**config.mk**
```make
export PLATFORM = sky130hd
export DESIGN_NAME = sem_ctrl
export DESIGN_NICKNAME = d
export VERILOG_FILES = /design/src/rtl/core/sem_pkg.sv /design/src/rtl/core/sem_ctrl.sv
export SDC_FILE = /design/constraint.sdc
export NUM_CORES = 1
export LEC_CHECK = 0
export ABC_AREA = 0
export BUFFER_PORTS_ARGS = -buffer_cell sky130_fd_sc_hd__buf_2
export CAP_MARGIN = 20
export CORE_AREA = 2 2 39 41
export DETAILED_ROUTE_END_ITERATION = 8
export DIE_AREA = 0 0 41 43
export GPL_TIMING_DRIVEN = 1
export PLACE_DENSITY = 0.51
export SETUP_SLACK_MARGIN = 0.15
export SYNTH_ARGS = -nofsm -noshare
export SYNTH_HDL_FRONTEND = slang
export SYNTH_SLANG_ARGS = --single-unit
```
**constraint.sdc**
```tcl
create_clock -name clk -period 1.1 [get_ports clk]
set_clock_uncertainty 0.05 [all_clocks]
set_input_delay 0.11 -clock clk [delete_from_list [all_inputs] [get_ports clk]]
set_output_delay 0.11 -clock clk [all_outputs]
set_load 0.03 [all_outputs]
```
**src/rtl/core/sem_pkg.sv**
```systemverilog
// ----------------------------------------------------------------------------
// sem_pkg
// Shared types and constants of the Sobel edge magnitude unit.
// ----------------------------------------------------------------------------
package sem_pkg;

	localparam int DEF_MAX_WIDTH  = 2048;
	localparam int DEF_MAX_HEIGHT = 4096;

	localparam int PIX_W      = 8;
	localparam int LW_W       = 12;
	localparam int FH_W       = 13;
	localparam int THR_W      = 8;
	localparam int CFG_DATA_W = 13;
	localparam int CFG_IDX_W  = 2;

	localparam logic [LW_W-1:0]  LW_RESET  = 12'd640;
	localparam logic [FH_W-1:0]  FH_RESET  = 13'd480;
	localparam logic [THR_W-1:0] THR_RESET = 8'd50;

	// Smallest legal frame dimension.
	localparam int MIN_DIM = 3;

	// Square root of a 16-bit value, one result bit per step.
	localparam int ROOT_STEPS = 8;
	localparam int ROOT_CNT_W = $clog2(ROOT_STEPS);
	localparam int ROOT_V_W   = 2 * ROOT_STEPS;

	typedef enum logic [CFG_IDX_W-1:0] {
		REG_LINE_WIDTH     = 2'd0,
		REG_FRAME_HEIGHT   = 2'd1,
		REG_EDGE_THRESHOLD = 2'd2
	} reg_idx_t;

	typedef enum logic [2:0] {
		ST_IDLE,
		ST_CALC,
		ST_SQUARE,
		ST_ROOT,
		ST_DONE
	} ctrl_state_t;

	typedef struct packed {
		logic accept;
		logic calc;
		logic square;
		logic root_step;
		logic out_load;
	} dp_cmd_t;

	typedef struct packed {
		logic out_free;
	} dp_status_t;

endpackage

```
**src/rtl/core/sem_ctrl.sv**
```systemverilog
// ----------------------------------------------------------------------------
// sem_ctrl
// Sequencer for one pixel: window read, gradient, squares, root steps, result.
// ----------------------------------------------------------------------------
module sem_ctrl (
	input  logic                clk,
	input  logic                arst_n,
	input  logic                pix_valid,
	output logic                pix_ready,
	input  sem_pkg::dp_status_t status,
	output sem_pkg::dp_cmd_t    cmd
);
	import sem_pkg::*;

	ctrl_state_t           state_q;
	ctrl_state_t           state_next;
	logic [ROOT_CNT_W-1:0] step_q;

	always_ff @(posedge clk or negedge arst_n) begin
		if (!arst_n) begin
			state_q <= ST_IDLE;
			step_q  <= '0;
		end else begin
			state_q <= state_next;
			step_q  <= (state_q == ST_ROOT) ? step_q + ROOT_CNT_W'(1) : '0;
		end
	end

	always_comb begin
		state_next = state_q;
		cmd        = '0;
		pix_ready  = 1'b0;
		unique case (state_q)
			ST_IDLE: begin
				pix_ready = 1'b1;
				if (pix_valid) begin
					cmd.accept = 1'b1;
					state_next = ST_CALC;
				end
			end
			ST_CALC: begin
				cmd.calc   = 1'b1;
				state_next = ST_SQUARE;
			end
			ST_SQUARE: begin
				cmd.square = 1'b1;
				state_next = ST_ROOT;
			end
			ST_ROOT: begin
				cmd.root_step = 1'b1;
				if (step_q == ROOT_CNT_W'(ROOT_STEPS - 1)) begin
					state_next = ST_DONE;
				end
			end
			ST_DONE: begin
				// Hold the finished result until the output register is free.
				if (status.out_free) begin
					cmd.out_load = 1'b1;
					state_next   = ST_IDLE;
				end
			end
			default: state_next = ST_IDLE;
		endcase
	end

endmodule

```
==> impl_metrics.tcl <==
set metrics [dict create \
    hold_ws_ns 0.0964 \
    final_common_cell "buf_4" \
    start_kind "flop" \
    final_cell_mix "buf_4, buf_2, buf_6" \
    totalWireLength_um 720 \
    globalRouteOverflowTotal 0 \
    status "complete, but fails checks" \
    maxCapViolations 0 \
    cts_buffer_depth 2 \
    setup_violations 12 \
    grt.total_usage 0.103 \
    die_x_um 41 \
    synth_nets 31 \
    r2r_start "state_q[1]" \
    failed_checks "setup timing" \
    ant_nets 0 \
    worst_slew_pin_slew_ns 0.172 \
    setup_slack_ns -0.237 \
    worstSetupPathType "flop to primary output" \
    synth.distinct_cells 15 \
    ff2ff_setup_slack_ns -0.16 \
    crit_required_ns 0.94 \
    vias 266 \
    cts-buffers-inserted 3 \
    drive_gt1_frac 0.804 \
    slew_violations 0 \
    end_kind "primary output" \
    route.detailed.drc 0 \
    die_area_sq_um 1760 \
    drtIter0Drc 3 \
    ys_ff_latch 6 \
    die-height_um 43 \
    reg2regPathDepth 4 \
    dp_hpwl_um 521 \
    syn_area_per_cell_sq_um 11.6 \
    drtPass1Iterations 2 \
    vias_per_cell 4.29 \
    power_uw 1480 \
    stdcell_count 62 \
    endpoint "cmd[0]" \
    syn_inst 25 \
    grt_pass1_wl_mm 1.19 \
    clk_latency_ns 0.24 \
    gp_congestion 0.591 \
    grt_pass1_vias 277 \
    h-tree-depth 1 \
    port-buffer-count 9 \
    crit_path_start "state_q[2]" \
    fin_crit_ns 1.34 \
    clk_pin_slew_ns 0.05 \
    synth.area.top_cells "dfrtp_1, ha_1, and2_1, nor3b_1, and3b_4" \
    r2r_end "state_q[2]" \
    coreArea_sq_um 1380 \
    dp_cells 53 \
    peakVddDrop_uv 1030 \
    netlist_area_sq_um 290 \
    crit_fanout 4 \
    area_growth_pct 89.7 \
    clock_sinks 6 \
    worstHoldPathType "input pin to flop" \
    n_antenna_cell 0 \
    ys_seq_area_frac 0.517 \
    yosys_warnings 0 \
    cts_tree "done" \
    max_freq_ghz 0.748 \
    wire_per_inst_um 11.6 \
    max_slew_margin 0.886 \
    arrival_ns 1.18 \
    cts_root_buffer "clkbuf_4" \
    hold_viol_final 0 \
    start_util 0.210 \
    grt_max_degree 9 \
    rsz0062_at_grt "yes" \
    synth_area_leader_cell "dfrtp_1" \
    synth_top_area_share 0.517 \
    io_pins 10 \
    rows 14 \
    fin_nets 53 \
    power_leakage_uw 0.000260 \
    antenna_found_initial 0 \
    finalCritPeriodShare 1.22 \
    power_density_nw_per_um2 2680 \
]
## flip-flops by register name, indices dropped and copies added (netlist names)
register / flops
state_q: 3
step_q: 3
## cell type report
type / count / area, sq um
clock buffer: 4 / 26.3
timing repair buffer: 17 / 148
fill: 139 / 833
multi-input combinational: 18 / 199
tap: 16 / 20.0
sequential: 6 / 154
inverter: 1 / 3.75
## repair_timing
action | CTS | global route
gates resized for setup | 13 | 4
pin swaps | 2 | 0
setup endpoints to repair | 12 | 12
hold buffers | 1 | 0
endpoints found under the hold margin | 6 | 0
setup buffers | 4 | 0
## metal layers
metal / GRT usage / wire (um) / up-vias
met1: 0.132 / 306 / 128
met3: 0.0314 / 27 / 0
li1: - / - / 133
met2: 0.147 / 386 / 5
met5: 0 / 0 / -
met4: 0.0600 / 0 / 0
## where the power goes
group	switching (uW)	internal [uW]
clock network	80.3	137
registers	87.5	314
logic	338	520
total	505	972
## Yosys cell counts
| master | n |
|---|---|
| a21bo_2 | 1 |
| a21oi_1 | 1 |
| a32o_1 | 1 |
| and2_1 | 3 |
| and3_1 | 1 |
| and3_2 | 1 |
| and3b_4 | 1 |
| dfrtp_1 | 6 |
| ha_1 | 2 |
| inv_1 | 1 |
| nand2b_1 | 1 |
| nor2_1 | 1 |
| nor2b_1 | 1 |
| nor3_1 | 2 |
| nor3b_1 | 2 |
## stage by stage
stage	utilization	setup WS (ns)	TNS (ns)	cell area [sq um]
6_report	0.398	-0.237	-1.77	551
5_1_grt	0.398	-0.293	-2.33	551
3_5_place_dp	0.302	-0.0909	-0.324	418
3_3_place_gp	0.302	-0.0320	-0.124	418
4_1_cts	0.387	-0.258	-1.86	536
2_1_floorplan	-	-0.149	-0.154	330
## worst max-delay path, cell delays in order, from the launching register on
cell and delay, ns:
dfrtp_2 0.43, buf_4 0.16, and3_2 0.18, buf_4 0.16
## worst min-delay path by stage
stage	cells past startpoint	startpoint	end
2_1_floorplan	0	arst_n	state_q[0]
3_3_place_gp	1	arst_n	state_q[1]
3_5_place_dp	1	arst_n	state_q[1]
4_1_cts	3	pix_valid	state_q[0]
5_1_grt	3	pix_valid	state_q[0]
6_report	3	pix_valid	state_q[0]
## kinds of logic after synthesis
kind of cell | Yosys count | share of synthesized area
compound gates | 3 | 0.0862
fa+ha+maj | 2 | 0.0862
flops | 6 | 0.517
simple gates | 13 | 0.297
buf+inv | 1 | 0.0129
Power figures use the tool's default switching activity.
