`src/rtl/core/sem_pkg.sv`:
```
// ----------------------------------------------------------------------------
// sem_pkg
// Shared types and constants of the Sobel edge magnitude unit.
// ----------------------------------------------------------------------------
package sem_pkg;

	localparam int DEF_MAX_WIDTH  = 2048;
	localparam int DEF_MAX_HEIGHT = 4096;

	localparam int PIX_W      = 8;
	localparam int LW_W       = 12;
	localparam int FH_W       = 13;
	localparam int THR_W      = 8;
	localparam int CFG_DATA_W = 13;
	localparam int CFG_IDX_W  = 2;

	localparam logic [LW_W-1:0]  LW_RESET  = 12'd640;
	localparam logic [FH_W-1:0]  FH_RESET  = 13'd480;
	localparam logic [THR_W-1:0] THR_RESET = 8'd50;

	// Smallest legal frame dimension.
	localparam int MIN_DIM = 3;

	// Square root of a 16-bit value, one result bit per step.
	localparam int ROOT_STEPS = 8;
	localparam int ROOT_CNT_W = $clog2(ROOT_STEPS);
	localparam int ROOT_V_W   = 2 * ROOT_STEPS;

	typedef enum logic [CFG_IDX_W-1:0] {
		REG_LINE_WIDTH     = 2'd0,
		REG_FRAME_HEIGHT   = 2'd1,
		REG_EDGE_THRESHOLD = 2'd2
	} reg_idx_t;

	typedef enum logic [2:0] {
		ST_IDLE,
		ST_CALC,
		ST_SQUARE,
		ST_ROOT,
		ST_DONE
	} ctrl_state_t;

	typedef struct packed {
		logic accept;
		logic calc;
		logic square;
		logic root_step;
		logic out_load;
	} dp_cmd_t;

	typedef struct packed {
		logic out_free;
	} dp_status_t;

endpackage

```
`src/rtl/core/sem_cfg_regs.sv`:
```
// ----------------------------------------------------------------------------
// sem_cfg_regs
// Configuration registers with saturation of the frame size to legal values.
// ----------------------------------------------------------------------------
module sem_cfg_regs #(
	parameter int MAX_WIDTH  = sem_pkg::DEF_MAX_WIDTH,
	parameter int MAX_HEIGHT = sem_pkg::DEF_MAX_HEIGHT,
	parameter int WCW        = $clog2(MAX_WIDTH + 1),
	parameter int HCW        = $clog2(MAX_HEIGHT + 1)
) (
	input  logic                             clk,
	input  logic                             arst_n,
	input  logic                             cfg_we,
	input  logic [sem_pkg::CFG_IDX_W-1:0]    cfg_index,
	input  logic [sem_pkg::CFG_DATA_W-1:0]   cfg_data,
	output logic [WCW-1:0]                   width_used,
	output logic [HCW-1:0]                   height_used,
	output logic [sem_pkg::THR_W-1:0]        threshold
);
	import sem_pkg::*;

	logic [LW_W-1:0]  line_width_q;
	logic [FH_W-1:0]  frame_height_q;
	logic [THR_W-1:0] threshold_q;
	logic [WCW-1:0]   lw_ext;
	logic [HCW-1:0]   fh_ext;

	always_ff @(posedge clk or negedge arst_n) begin
		if (!arst_n) begin
			line_width_q   <= LW_RESET;
			frame_height_q <= FH_RESET;
			threshold_q    <= THR_RESET;
		end else if (cfg_we) begin
			unique case (cfg_index)
				REG_LINE_WIDTH:     line_width_q   <= cfg_data[LW_W-1:0];
				REG_FRAME_HEIGHT:   frame_height_q <= cfg_data[FH_W-1:0];
				REG_EDGE_THRESHOLD: threshold_q    <= cfg_data[THR_W-1:0];
				default: ;
			endcase
		end
	end

	assign lw_ext = WCW'(line_width_q);
	assign fh_ext = HCW'(frame_height_q);

	always_comb begin
		if (line_width_q < LW_W'(MIN_DIM)) begin
			width_used = WCW'(MIN_DIM);
		end else if (WCW > LW_W || lw_ext > WCW'(MAX_WIDTH)) begin
			width_used = (lw_ext > WCW'(MAX_WIDTH)) ? WCW'(MAX_WIDTH) : lw_ext;
		end else begin
			width_used = lw_ext;
		end
		if (frame_height_q < FH_W'(MIN_DIM)) begin
			height_used = HCW'(MIN_DIM);
		end else if (fh_ext > HCW'(MAX_HEIGHT)) begin
			height_used = HCW'(MAX_HEIGHT);
		end else begin
			height_used = fh_ext;
		end
	end

	assign threshold = threshold_q;

endmodule

```
`config.mk`:
```
export PLATFORM = sky130hd
export DESIGN_NAME = sem_cfg_regs
export DESIGN_NICKNAME = d
export VERILOG_FILES = /design/src/rtl/core/sem_pkg.sv /design/src/rtl/core/sem_cfg_regs.sv
export SDC_FILE = /design/constraint.sdc
export NUM_CORES = 1
export LEC_CHECK = 0
export ABC_AREA = 1
export BUFFER_PORTS_ARGS = -buffer_cell sky130_fd_sc_hd__buf_2
export CORE_MARGIN = 3
export CORE_UTILIZATION = 30
export CTS_BUF_LIST = sky130_fd_sc_hd__clkbuf_16
export DETAILED_ROUTE_END_ITERATION = 16
export SLEW_MARGIN = 20
export SYNTH_ARGS = -nofsm -noshare
export SYNTH_HDL_FRONTEND = slang
export SYNTH_SLANG_ARGS = --single-unit
```
`constraint.sdc`:
```
create_clock -name clk -period 2.1 [get_ports clk]
set_clock_uncertainty 0.2 [all_clocks]
set_input_delay 0.525 -clock clk [delete_from_list [all_inputs] [get_ports clk]]
set_output_delay 0.525 -clock clk [all_outputs]
set_load 0.005 [all_outputs]
```
==> results of run 1 <==
logic make-up after synthesis:
group,after synthesis
AOI/OAI and AO/OA,51
and+or+nand+nor,70
muxes,1
buffers and inverters,33
DFF,33
area by class of cell:
class,count,area (um2),area share (%)
sequential,33,838,36.3
multi-input combinational,122,702,30.4
timing repair buffer,70,412,17.8
clock buffer,5,125,5.41
inverter,23,86.3,3.73
tap,67,83.8,3.63
clock inverter,3,65.1,2.81
state kept, by name, summed over array words and instances (netlist names):
signal / cells
threshold: 8
fh_ext: 13
line_width_q: 12
worst max-delay path by stage:
| stage | depth (start not counted) | to | slack [ns] | start |
|---|---|---|---|---|
| final | 6 | height_used[6] | -0.07 | fh_ext[1] |
| after floorplan | 5 | height_used[11] | 0.36 | fh_ext[0] |
| after detailed placement | 7 | height_used[6] | 0.15 | fh_ext[11] |
| after CTS | 6 | height_used[6] | -0.07 | fh_ext[1] |
| after global placement | 7 | height_used[11] | 0.17 | fh_ext[11] |
| after global routing | 7 | height_used[2] | -0.21 | fh_ext[3] |
layer usage:
metal,routed length [um],vias up,part of all wire [%]
met5,0,-,0
met1,1810,648,45
li1,-,731,-
met3,211,4,5.2
met4,29,0,0.71
met2,2010,36,49
where the power goes:
part | internal, mW | switching, mW
logic | 0.267 | 0.254
registers | 0.760 | 0.0942
clock network | 0.677 | 0.253
repair_timing:
| action | 4_1_cts | 5_1_grt |
|---|---|---|
| buffers inserted | 13 | 0 |
| resized for setup | 13 | 21 |
| pin swaps | 7 | 8 |
| setup endpoints to repair | 20 | 22 |
| hold buffers | 0 | 0 |
placed cells by master, fill, tap and decap left out, types with 2 or more instances in the layout:
cell type / netlist / final
nand2_1: 51 / 48
nor2_1: 11 / 8
buf_2: 5 / 50
bufinv_16: 0 / 2
a21boi_2: 8 / 12
a21oi_2: 1 / 5
buf_4: 0 / 17
buf_6: 1 / 3
nand3_2: 1 / 2
nor2_2: 1 / 3
inv_2: 0 / 6
dfstp_2: 9 / 9
clkbuf_16: 0 / 5
o21ai_0: 28 / 28
o21ai_1: 4 / 4
dfrtp_1: 24 / 23
nand2_4: 0 / 2
inv_1: 23 / 17
critical path: stages (launching register included):
cell and delay, ns:
dfrtp_1 0.37, or2_0 0.21, nor2_1 0.13, nand2_2 0.09, buf_6 0.14, a21boi_2 0.10, buf_2 0.12
metrics by stage:
step | setup WS, ns | hold slack, ns | setup TNS (ns) | std cells | power [mW]
after global placement | 0.165 | 0.269 | 0 | 302 | 1.26
after detailed placement | 0.150 | 0.275 | 0 | 302 | 1.27
after global routing | -0.206 | 0.103 | -3.26 | 323 | 2.45
after floorplan | 0.359 | 0.0294 | 0 | 188 | 1.08
final | -0.0726 | 0.0696 | -1.07 | 323 | 2.30
after CTS | -0.0741 | 0.0873 | -0.679 | 323 | 2.29
==> flow_metrics.env, run 1 <==
export IMPL_wl_per_cell_um=12.6
export IMPL_grt_setup_unrepaired="yes"
export IMPL_drc=0
export IMPL_netlist_top_cells_count="nand2_1, o21ai_0, dfrtp_1, inv_1, nor2_1"
export IMPL_setup_ws_ns=-0.0726
export IMPL_grt_overflow=0
export IMPL_path_class="flop to output pin"
export IMPL_grtUsageMet2_pct=22.8
export IMPL_ir_drop_mv=0.325
export IMPL_synth_top_cell_area_share_pct=37.5
export IMPL_synth_cell_types=23
export IMPL_start_kind="flop"
export IMPL_powerDensity_nw_per_um2=997
export IMPL_dieWidth_um=79.0
export IMPL_io_pins=51
export IMPL_viasPerCell=4.39
export IMPL_rr_startpoint="fh_ext[12]"
export IMPL_ys_warn_count=0
export IMPL_core_um2=4940
export IMPL_port_buffer_count=50
export IMPL_rows=25
export IMPL_violations="negative setup slack"
export IMPL_synth_simple_gate_area_share_pct=17.7
export IMPL_cap_violations=0
export IMPL_cts_buffers=5
export IMPL_end_kind="output pin"
export IMPL_yosysMostFrequentCell="nand2_1"
export IMPL_drtPass1Iterations=4
export IMPL_grtUsageMet1_pct=16.9
export IMPL_synth_top_family_by_area="compound AO/OA/AOI/OAI gates"
export IMPL_die_area_um2=6250
export IMPL_cts_sinks=33
export IMPL_leakage_nw=1.20
export IMPL_cts_tree="yes"
export IMPL_ys_flop_type="dfrtp_1"
export IMPL_drtAntennaViolNets=0
export IMPL_grt_use_total_pct=13.6
export IMPL_nNetsFinal=273
export IMPL_fin_crit_sh_pct=103
export IMPL_syn_inst=188
export IMPL_htreeDepth=2
export IMPL_grt_max_degree=34
export IMPL_fill_cells=500
export IMPL_min_path_type="input port to asynchronous set/reset pin"
export IMPL_fin_area_um2=2310
export IMPL_met3_usage_pct=4.42
export IMPL_maxSlewViolCount=0
export IMPL_antenna_found_initial=0
export IMPL_grt_pass1_wl_um=6570
export IMPL_num_vias=1419
export IMPL_synth_async_reset_ratio_pct=100
export IMPL_period_minus_slack_ns=2.17
export IMPL_grt_most_used_layer="met2"
export IMPL_synthesis_area_um2=1600
export IMPL_dp_hpwl_um=2890
export IMPL_synth_xor_area_share_pct=0
export IMPL_tightest_slew_ns=0.474
export IMPL_synth_edff_count=0
export IMPL_drt_total_wl_um=4060
export IMPL_synth_area_per_cell_um2=8.51
export IMPL_synth_area_top_cells="dfrtp_1, dfstp_2, nand2_1"
export IMPL_r2r_cells=2
export IMPL_fmaxAchievable_mhz=460
export IMPL_synth_seq_cells=33
export IMPL_ys_seq_area_share_pct=52.3
export IMPL_grt_pass1_vias=1409
export IMPL_path_clk_slew_ns=0.05
export IMPL_start_util_pct=32.4
export IMPL_gp_congestion=0.697
export IMPL_die_h_um=79.0
export IMPL_finalSetupViolCount=20
export IMPL_dpl_cell_area_um2=1940
export IMPL_n_antenna_cell=0
export IMPL_arrival_ns=1.45
export IMPL_drive_above_1_share_pct=48.0
export IMPL_r2r_end="fh_ext[12]"
export IMPL_cp_max_fo=6
export IMPL_cts_root_buf="clkbuf_16"
export IMPL_drt_iter0_markers=80
export IMPL_synth_compound_area_share_pct=20.6
export IMPL_synthMuxAreaShare_pct=0.704
export IMPL_status="finished with violations"
export IMPL_syn_nets=206
export IMPL_synth_top_area_cell="dfrtp_1"
export IMPL_clock_latency_ns=0.27
export IMPL_syn2layout_area_growth_pct=44.5
export IMPL_ctsLongestPathBuffers=2
export IMPL_required_ns=1.37
export IMPL_synth_fa_ha_area_share_pct=0
export IMPL_final_util_pct=46.8
export IMPL_reg2reg_slack_ns=0.79
export IMPL_finalHoldViolations=0
export IMPL_maxSlewHeadroom_pct=68.3
Power figures use the tool's default switching activity.
==> inputs of run 2 (changes only) <==
- SETUP_SLACK_MARGIN: not set -> 0.5
==> run 2 against run 1 <==
  * The run still ends with negative setup slack left
  * Count of clock-buffer cells in the layout did not move
  * Combinational power rose by 14%
  * Sequential share of layout area fell by 0.57 points
  * Worst setup slack improved by 0.0092 ns
  * Global-route usage rose by 0.35 points
  * Via count fell by 0.99%
  * Sequential power fell by 1%
  * Register-to-register slack improved by 0.14 ns
  * Total power fell by 6.6%
==> flow_metrics.env, run 2 (synthesized netlist as in run 1, its figures left out) <==
export IMPL_io_pins=51
export IMPL_setup_ws_ns=-0.0634
export IMPL_cp_max_fo=6
export IMPL_grt_pass1_wl_um=6730
export IMPL_arrival_ns=1.44
export IMPL_power_mw=2.15
export IMPL_cts_tree="yes"
export IMPL_drt_total_wl_um=4160
export IMPL_cts_root_buf="clkbuf_16"
export IMPL_core_um2=4940
export IMPL_min_path_type="input port to asynchronous set/reset pin"
export IMPL_required_ns=1.37
export IMPL_nNetsFinal=275
export IMPL_port_buffer_count=50
export IMPL_powerDensity_nw_per_um2=914
export IMPL_tightest_slew_ns=0.741
export IMPL_htreeDepth=2
export IMPL_start_util_pct=32.4
export IMPL_crit_buf_inv=2
export IMPL_reg2reg_slack_ns=0.93
export IMPL_wl_per_cell_um=12.8
export IMPL_grt_overflow=0
export IMPL_fill_cells=514
export IMPL_antenna_found_initial=0
export IMPL_ctsLongestPathBuffers=2
export IMPL_maxSlewHeadroom_pct=50.6
export IMPL_cp_slowest_stage_delay_ns=0.36
export IMPL_fmaxAchievable_mhz=462
export IMPL_path_class="flop to output pin"
export IMPL_path_clk_slew_ns=0.05
export IMPL_drt_iter0_markers=63
export IMPL_largest_reg_flops=13
export IMPL_violations="negative setup slack"
export IMPL_path_cells="or2_0 -> nor2_1 -> nand2_2 -> buf_6 -> a21boi_2 -> buf_2"
export IMPL_start_kind="flop"
export IMPL_rows=25
export IMPL_layout_common_cells="nand2_1, buf_2, o21ai_0"
export IMPL_status="finished with violations"
export IMPL_finalHoldViolations=0
export IMPL_r2r_end="fh_ext[12]"
export IMPL_period_minus_slack_ns=2.16
export IMPL_cts_sinks=33
export IMPL_maxSlewViolCount=0
export IMPL_multiInputGateArea_um2=712
export IMPL_drtAntennaViolNets=0
export IMPL_n_antenna_cell=0
export IMPL_leakage_nw=1.20
export IMPL_cp_slowest_cell="dfrtp_1"
export IMPL_fin_area_um2=2360
export IMPL_r2r_cells=2
export IMPL_drtPass1Iterations=4
export IMPL_dpl_cell_area_um2=1970
export IMPL_regArea_um2=841
export IMPL_num_vias=1405
export IMPL_viasPerCell=4.32
export IMPL_grt_setup_unrepaired="yes"
export IMPL_ctsHoldBuffers=0
export IMPL_finalSetupViolCount=20
export IMPL_critical_path_depth=6
export IMPL_grt_max_degree=34
export IMPL_grt_use_total_pct=14.0
export IMPL_gp_congestion=0.741
export IMPL_layout_commonest_cell="nand2_1"
export IMPL_rr_startpoint="fh_ext[12]"
export IMPL_ir_drop_mv=0.335
export IMPL_end_kind="output pin"
export IMPL_die_area_um2=6250
export IMPL_dieWidth_um=79.0
export IMPL_drc=0
export IMPL_fin_crit_sh_pct=103
export IMPL_die_h_um=79.0
export IMPL_crit_family="simple AND/OR/NAND/NOR gates"
export IMPL_clock_latency_ns=0.28
export IMPL_drive_above_1_share_pct=49.2
export IMPL_whs_ns=0.112
export IMPL_cap_violations=0
export IMPL_dp_hpwl_um=2840
export IMPL_pre_cts_slack_ns=0.179
export IMPL_syn2layout_area_growth_pct=47.2
export IMPL_final_util_pct=47.7
export IMPL_grt_pass1_vias=1371
export IMPL_cts_buffers=5
-- run 2: report_power, final --
group	switching [mW]	total [mW]	internal, mW
combinational	0.278	0.593	0.315
clock	0.277	0.715	0.438
sequential	0.0837	0.845	0.761
-- run 2: worst max-delay path by stage --
stage / startpoint / endpoint / slack [ns]
final: fh_ext[0] / height_used[4] / -0.06
after global routing: fh_ext[11] / height_used[7] / -0.20
after CTS: fh_ext[3] / height_used[4] / -0.07
after detailed placement: fh_ext[0] / height_used[4] / 0.18
after global placement: fh_ext[11] / height_used[5] / 0.17
after floorplan: fh_ext[0] / height_used[11] / 0.36
-- run 2: stage by stage --
step	setup TNS, ns	cells
final	-0.810	325
after global routing	-3.09	325
after CTS	-1.08	322
after detailed placement	0	302
after global placement	0	302
after floorplan	0	188
-- run 2: layer usage --
metal  vias up  global-route usage (%)  part of all wire, %
met3         7                    3.74                  4.9
met1       632                    19.5                   48
li1        732                       -                    -
met2        34                    21.2                   46
met5         -                       0                    0
met4         0                    4.12                  1.1
-- run 2: timing repair --
action | in CTS | in global routing
cloned | 1 | 0
endpoints found under the setup margin | 28 | 28
pin swaps | 9 | 6
gates resized for setup | 17 | 15
hold endpoints to repair | 0 | 0
setup buffers | 11 | 3
-- run 2: layout make-up --
type	count	area share (%)
multi-input combinational	122	30.2
tap	67	3.56
inverter	23	3.66
clock buffer	5	5.31
sequential	33	35.7
timing repair buffer	72	20.6
clock inverter	3	0.956
-- run 2: worst reg2reg max path, delay by kind of cell, from the launching register on --
kind | cells | cell delay [ns]
mux | 1 | 0.26
buf+inv | 1 | 0.15
flops | 1 | 0.44
==> inputs of run 3 (changes only) <==
- CORE_UTILIZATION: 30 -> 50
- PLACE_DENSITY: not set -> 0.79
==> run 3 against run 2 <==
  * The run still ends with negative setup slack left
  * Register-to-register slack hardly changed
  * Final cell count fell by 8.6%
  * Sequential share of layout area is 1.6 points higher
  * Sequential power shrank 1%
  * Core utilization is 30 points higher
  * Flip-flop and latch count did not move
  * Critical path depth is the same
  * Total power increased by 0.87%
  * Combinational power fell by 7.6%
  * Global-route usage grew 6.0 points
  * Highest routed layer unchanged
==> flow_metrics.env, run 3 (synthesized netlist as in run 1, its figures left out) <==
export IMPL_final_util_pct=77.7
export IMPL_drtPass1Iterations=4
export IMPL_drtAntennaViolNets=0
export IMPL_ctsLongestPathBuffers=2
export IMPL_finalSetupViolCount=19
export IMPL_fmaxAchievable_mhz=461
export IMPL_largest_reg_flops=13
export IMPL_dieWidth_um=62.6
export IMPL_power_mw=2.17
export IMPL_rows=19
export IMPL_nNetsFinal=272
export IMPL_grt_overflow=0
export IMPL_drc=0
export IMPL_critPathLaunch="fh_ext[1]"
export IMPL_die_area_um2=3920
export IMPL_drive_above_1_share_pct=45.9
export IMPL_wl_per_cell_um=12.3
export IMPL_path_clk_slew_ns=0.05
export IMPL_path_class="flop to output pin"
export IMPL_num_vias=1446
export IMPL_r2r_end="fh_ext[12]"
export IMPL_ctsHoldBuffers=0
export IMPL_crit_family="simple AND/OR/NAND/NOR gates"
export IMPL_syn2layout_area_growth_pct=40.7
export IMPL_powerDensity_nw_per_um2=964
export IMPL_layout_commonest_cell="nand2_1"
export IMPL_status="finished with violations"
export IMPL_violations="negative setup slack"
export IMPL_maxSlewHeadroom_pct=53.1
export IMPL_cts_buffers=5
export IMPL_tns_ns=-0.919
export IMPL_ir_drop_mv=0.607
export IMPL_fill_cells=220
export IMPL_gp_congestion=0.763
export IMPL_min_path_type="input port to asynchronous set/reset pin"
export IMPL_leakage_nw=1.19
export IMPL_io_pins=51
export IMPL_htreeDepth=2
export IMPL_die_h_um=62.6
export IMPL_path_cells="or2_0 -> nor2_2 -> nand2_2 -> buf_6 -> a21boi_2 -> buf_2"
export IMPL_grt_max_degree=34
export IMPL_maxSlewViolCount=0
export IMPL_crit_buf_inv=2
export IMPL_cap_violations=0
export IMPL_setup_worst_path_end="height_used[11]"
export IMPL_grt_pass1_wl_um=6220
export IMPL_viasPerCell=4.87
export IMPL_r2r_cells=2
export IMPL_whs_ns=0.103
export IMPL_start_kind="flop"
export IMPL_finalHoldViolations=0
export IMPL_grt_setup_unrepaired="yes"
export IMPL_cts_sinks=33
export IMPL_setup_ws_ns=-0.0704
export IMPL_grt_use_total_pct=19.9
export IMPL_tightest_slew_ns=0.704
export IMPL_core_um2=2900
export IMPL_cp_slowest_stage_delay_ns=0.37
export IMPL_cts_tree="yes"
export IMPL_drt_total_wl_um=3640
export IMPL_fin_crit_sh_pct=103
export IMPL_grt_pass1_vias=1365
export IMPL_start_util_pct=55.2
export IMPL_end_kind="output pin"
export IMPL_antenna_found_initial=0
export IMPL_port_buffer_count=50
export IMPL_rr_startpoint="fh_ext[12]"
export IMPL_layout_common_cells="nand2_1, buf_2, o21ai_0"
export IMPL_required_ns=1.37
export IMPL_cp_max_fo=6
export IMPL_arrival_ns=1.45
export IMPL_clock_latency_ns=0.27
export IMPL_n_antenna_cell=0
export IMPL_cp_slowest_cell="dfrtp_1"
export IMPL_reg2reg_slack_ns=0.93
export IMPL_critical_path_depth=6
export IMPL_dp_hpwl_um=2490
export IMPL_drt_iter0_markers=56
export IMPL_dpl_cell_area_um2=1930
export IMPL_cts_root_buf="clkbuf_16"
export IMPL_fin_area_um2=2250
export IMPL_period_minus_slack_ns=2.17
[run 3: cell types whose count changed in the layout (fill, tap and decap cells not counted), moves of 2 or more]
cell        change
clkinvlp_4      -3
buf_2           +2
buf_6           -6
nor2_1          +2
[run 3: worst min-delay path by stage]
stage,start,endpoint,slack (ns)
after floorplan,arst_n,fh_ext[0],0.03
after global placement,fh_ext[10],fh_ext[10],0.27
after detailed placement,threshold[2],threshold[2],0.27
after CTS,arst_n,line_width_q[8],0.12
after global routing,arst_n,fh_ext[10],0.16
final,arst_n,line_width_q[8],0.10
[run 3: worst reg2reg max path, cell delays in order (launching register included)]
cell,delay [ns]
dfrtp_2,0.43
buf_8,0.15
mux2_2,0.27
[run 3: layer usage]
layer,vias up,track usage [%],routed length [um]
li1,729,-,-
met1,668,26.5,1620
met2,41,32.2,1780
met3,8,5.40,193
met4,0,4.96,46
met5,-,0,0
[run 3: repair_timing]
action | CTS | global route
pin swaps | 8 | 5
resized for setup | 12 | 7
setup buffers | 10 | 4
setup endpoints to repair | 28 | 31
[run 3: cell type report]
class	count	area, um2	area share, %
multi-input cells	122	681	30.2
clock inverters	3	37.5	1.67
well taps	42	52.6	2.33
clock buffers	5	125	5.56
flip-flops and latches	33	840	37.3
repair buffers	69	430	19.1
inverters	23	86.3	3.83
[run 3: per-stage QoR]
step           setup slack, ns  instances
5_1_grt                 -0.189        297
2_1_floorplan            0.359        188
4_1_cts                -0.0648        293
6_report               -0.0704        297
3_3_place_gp             0.215        275
3_5_place_dp             0.191        275
[run 3: report_power, final]
| group | total, mW | leakage [nW] | internal [mW] | switching (mW) |
|---|---|---|---|---|
| Combinational | 0.548 | 0.716 | 0.282 | 0.266 |
| Clock | 0.789 | 0.0826 | 0.550 | 0.240 |
| Sequential | 0.835 | 0.391 | 0.761 | 0.0735 |
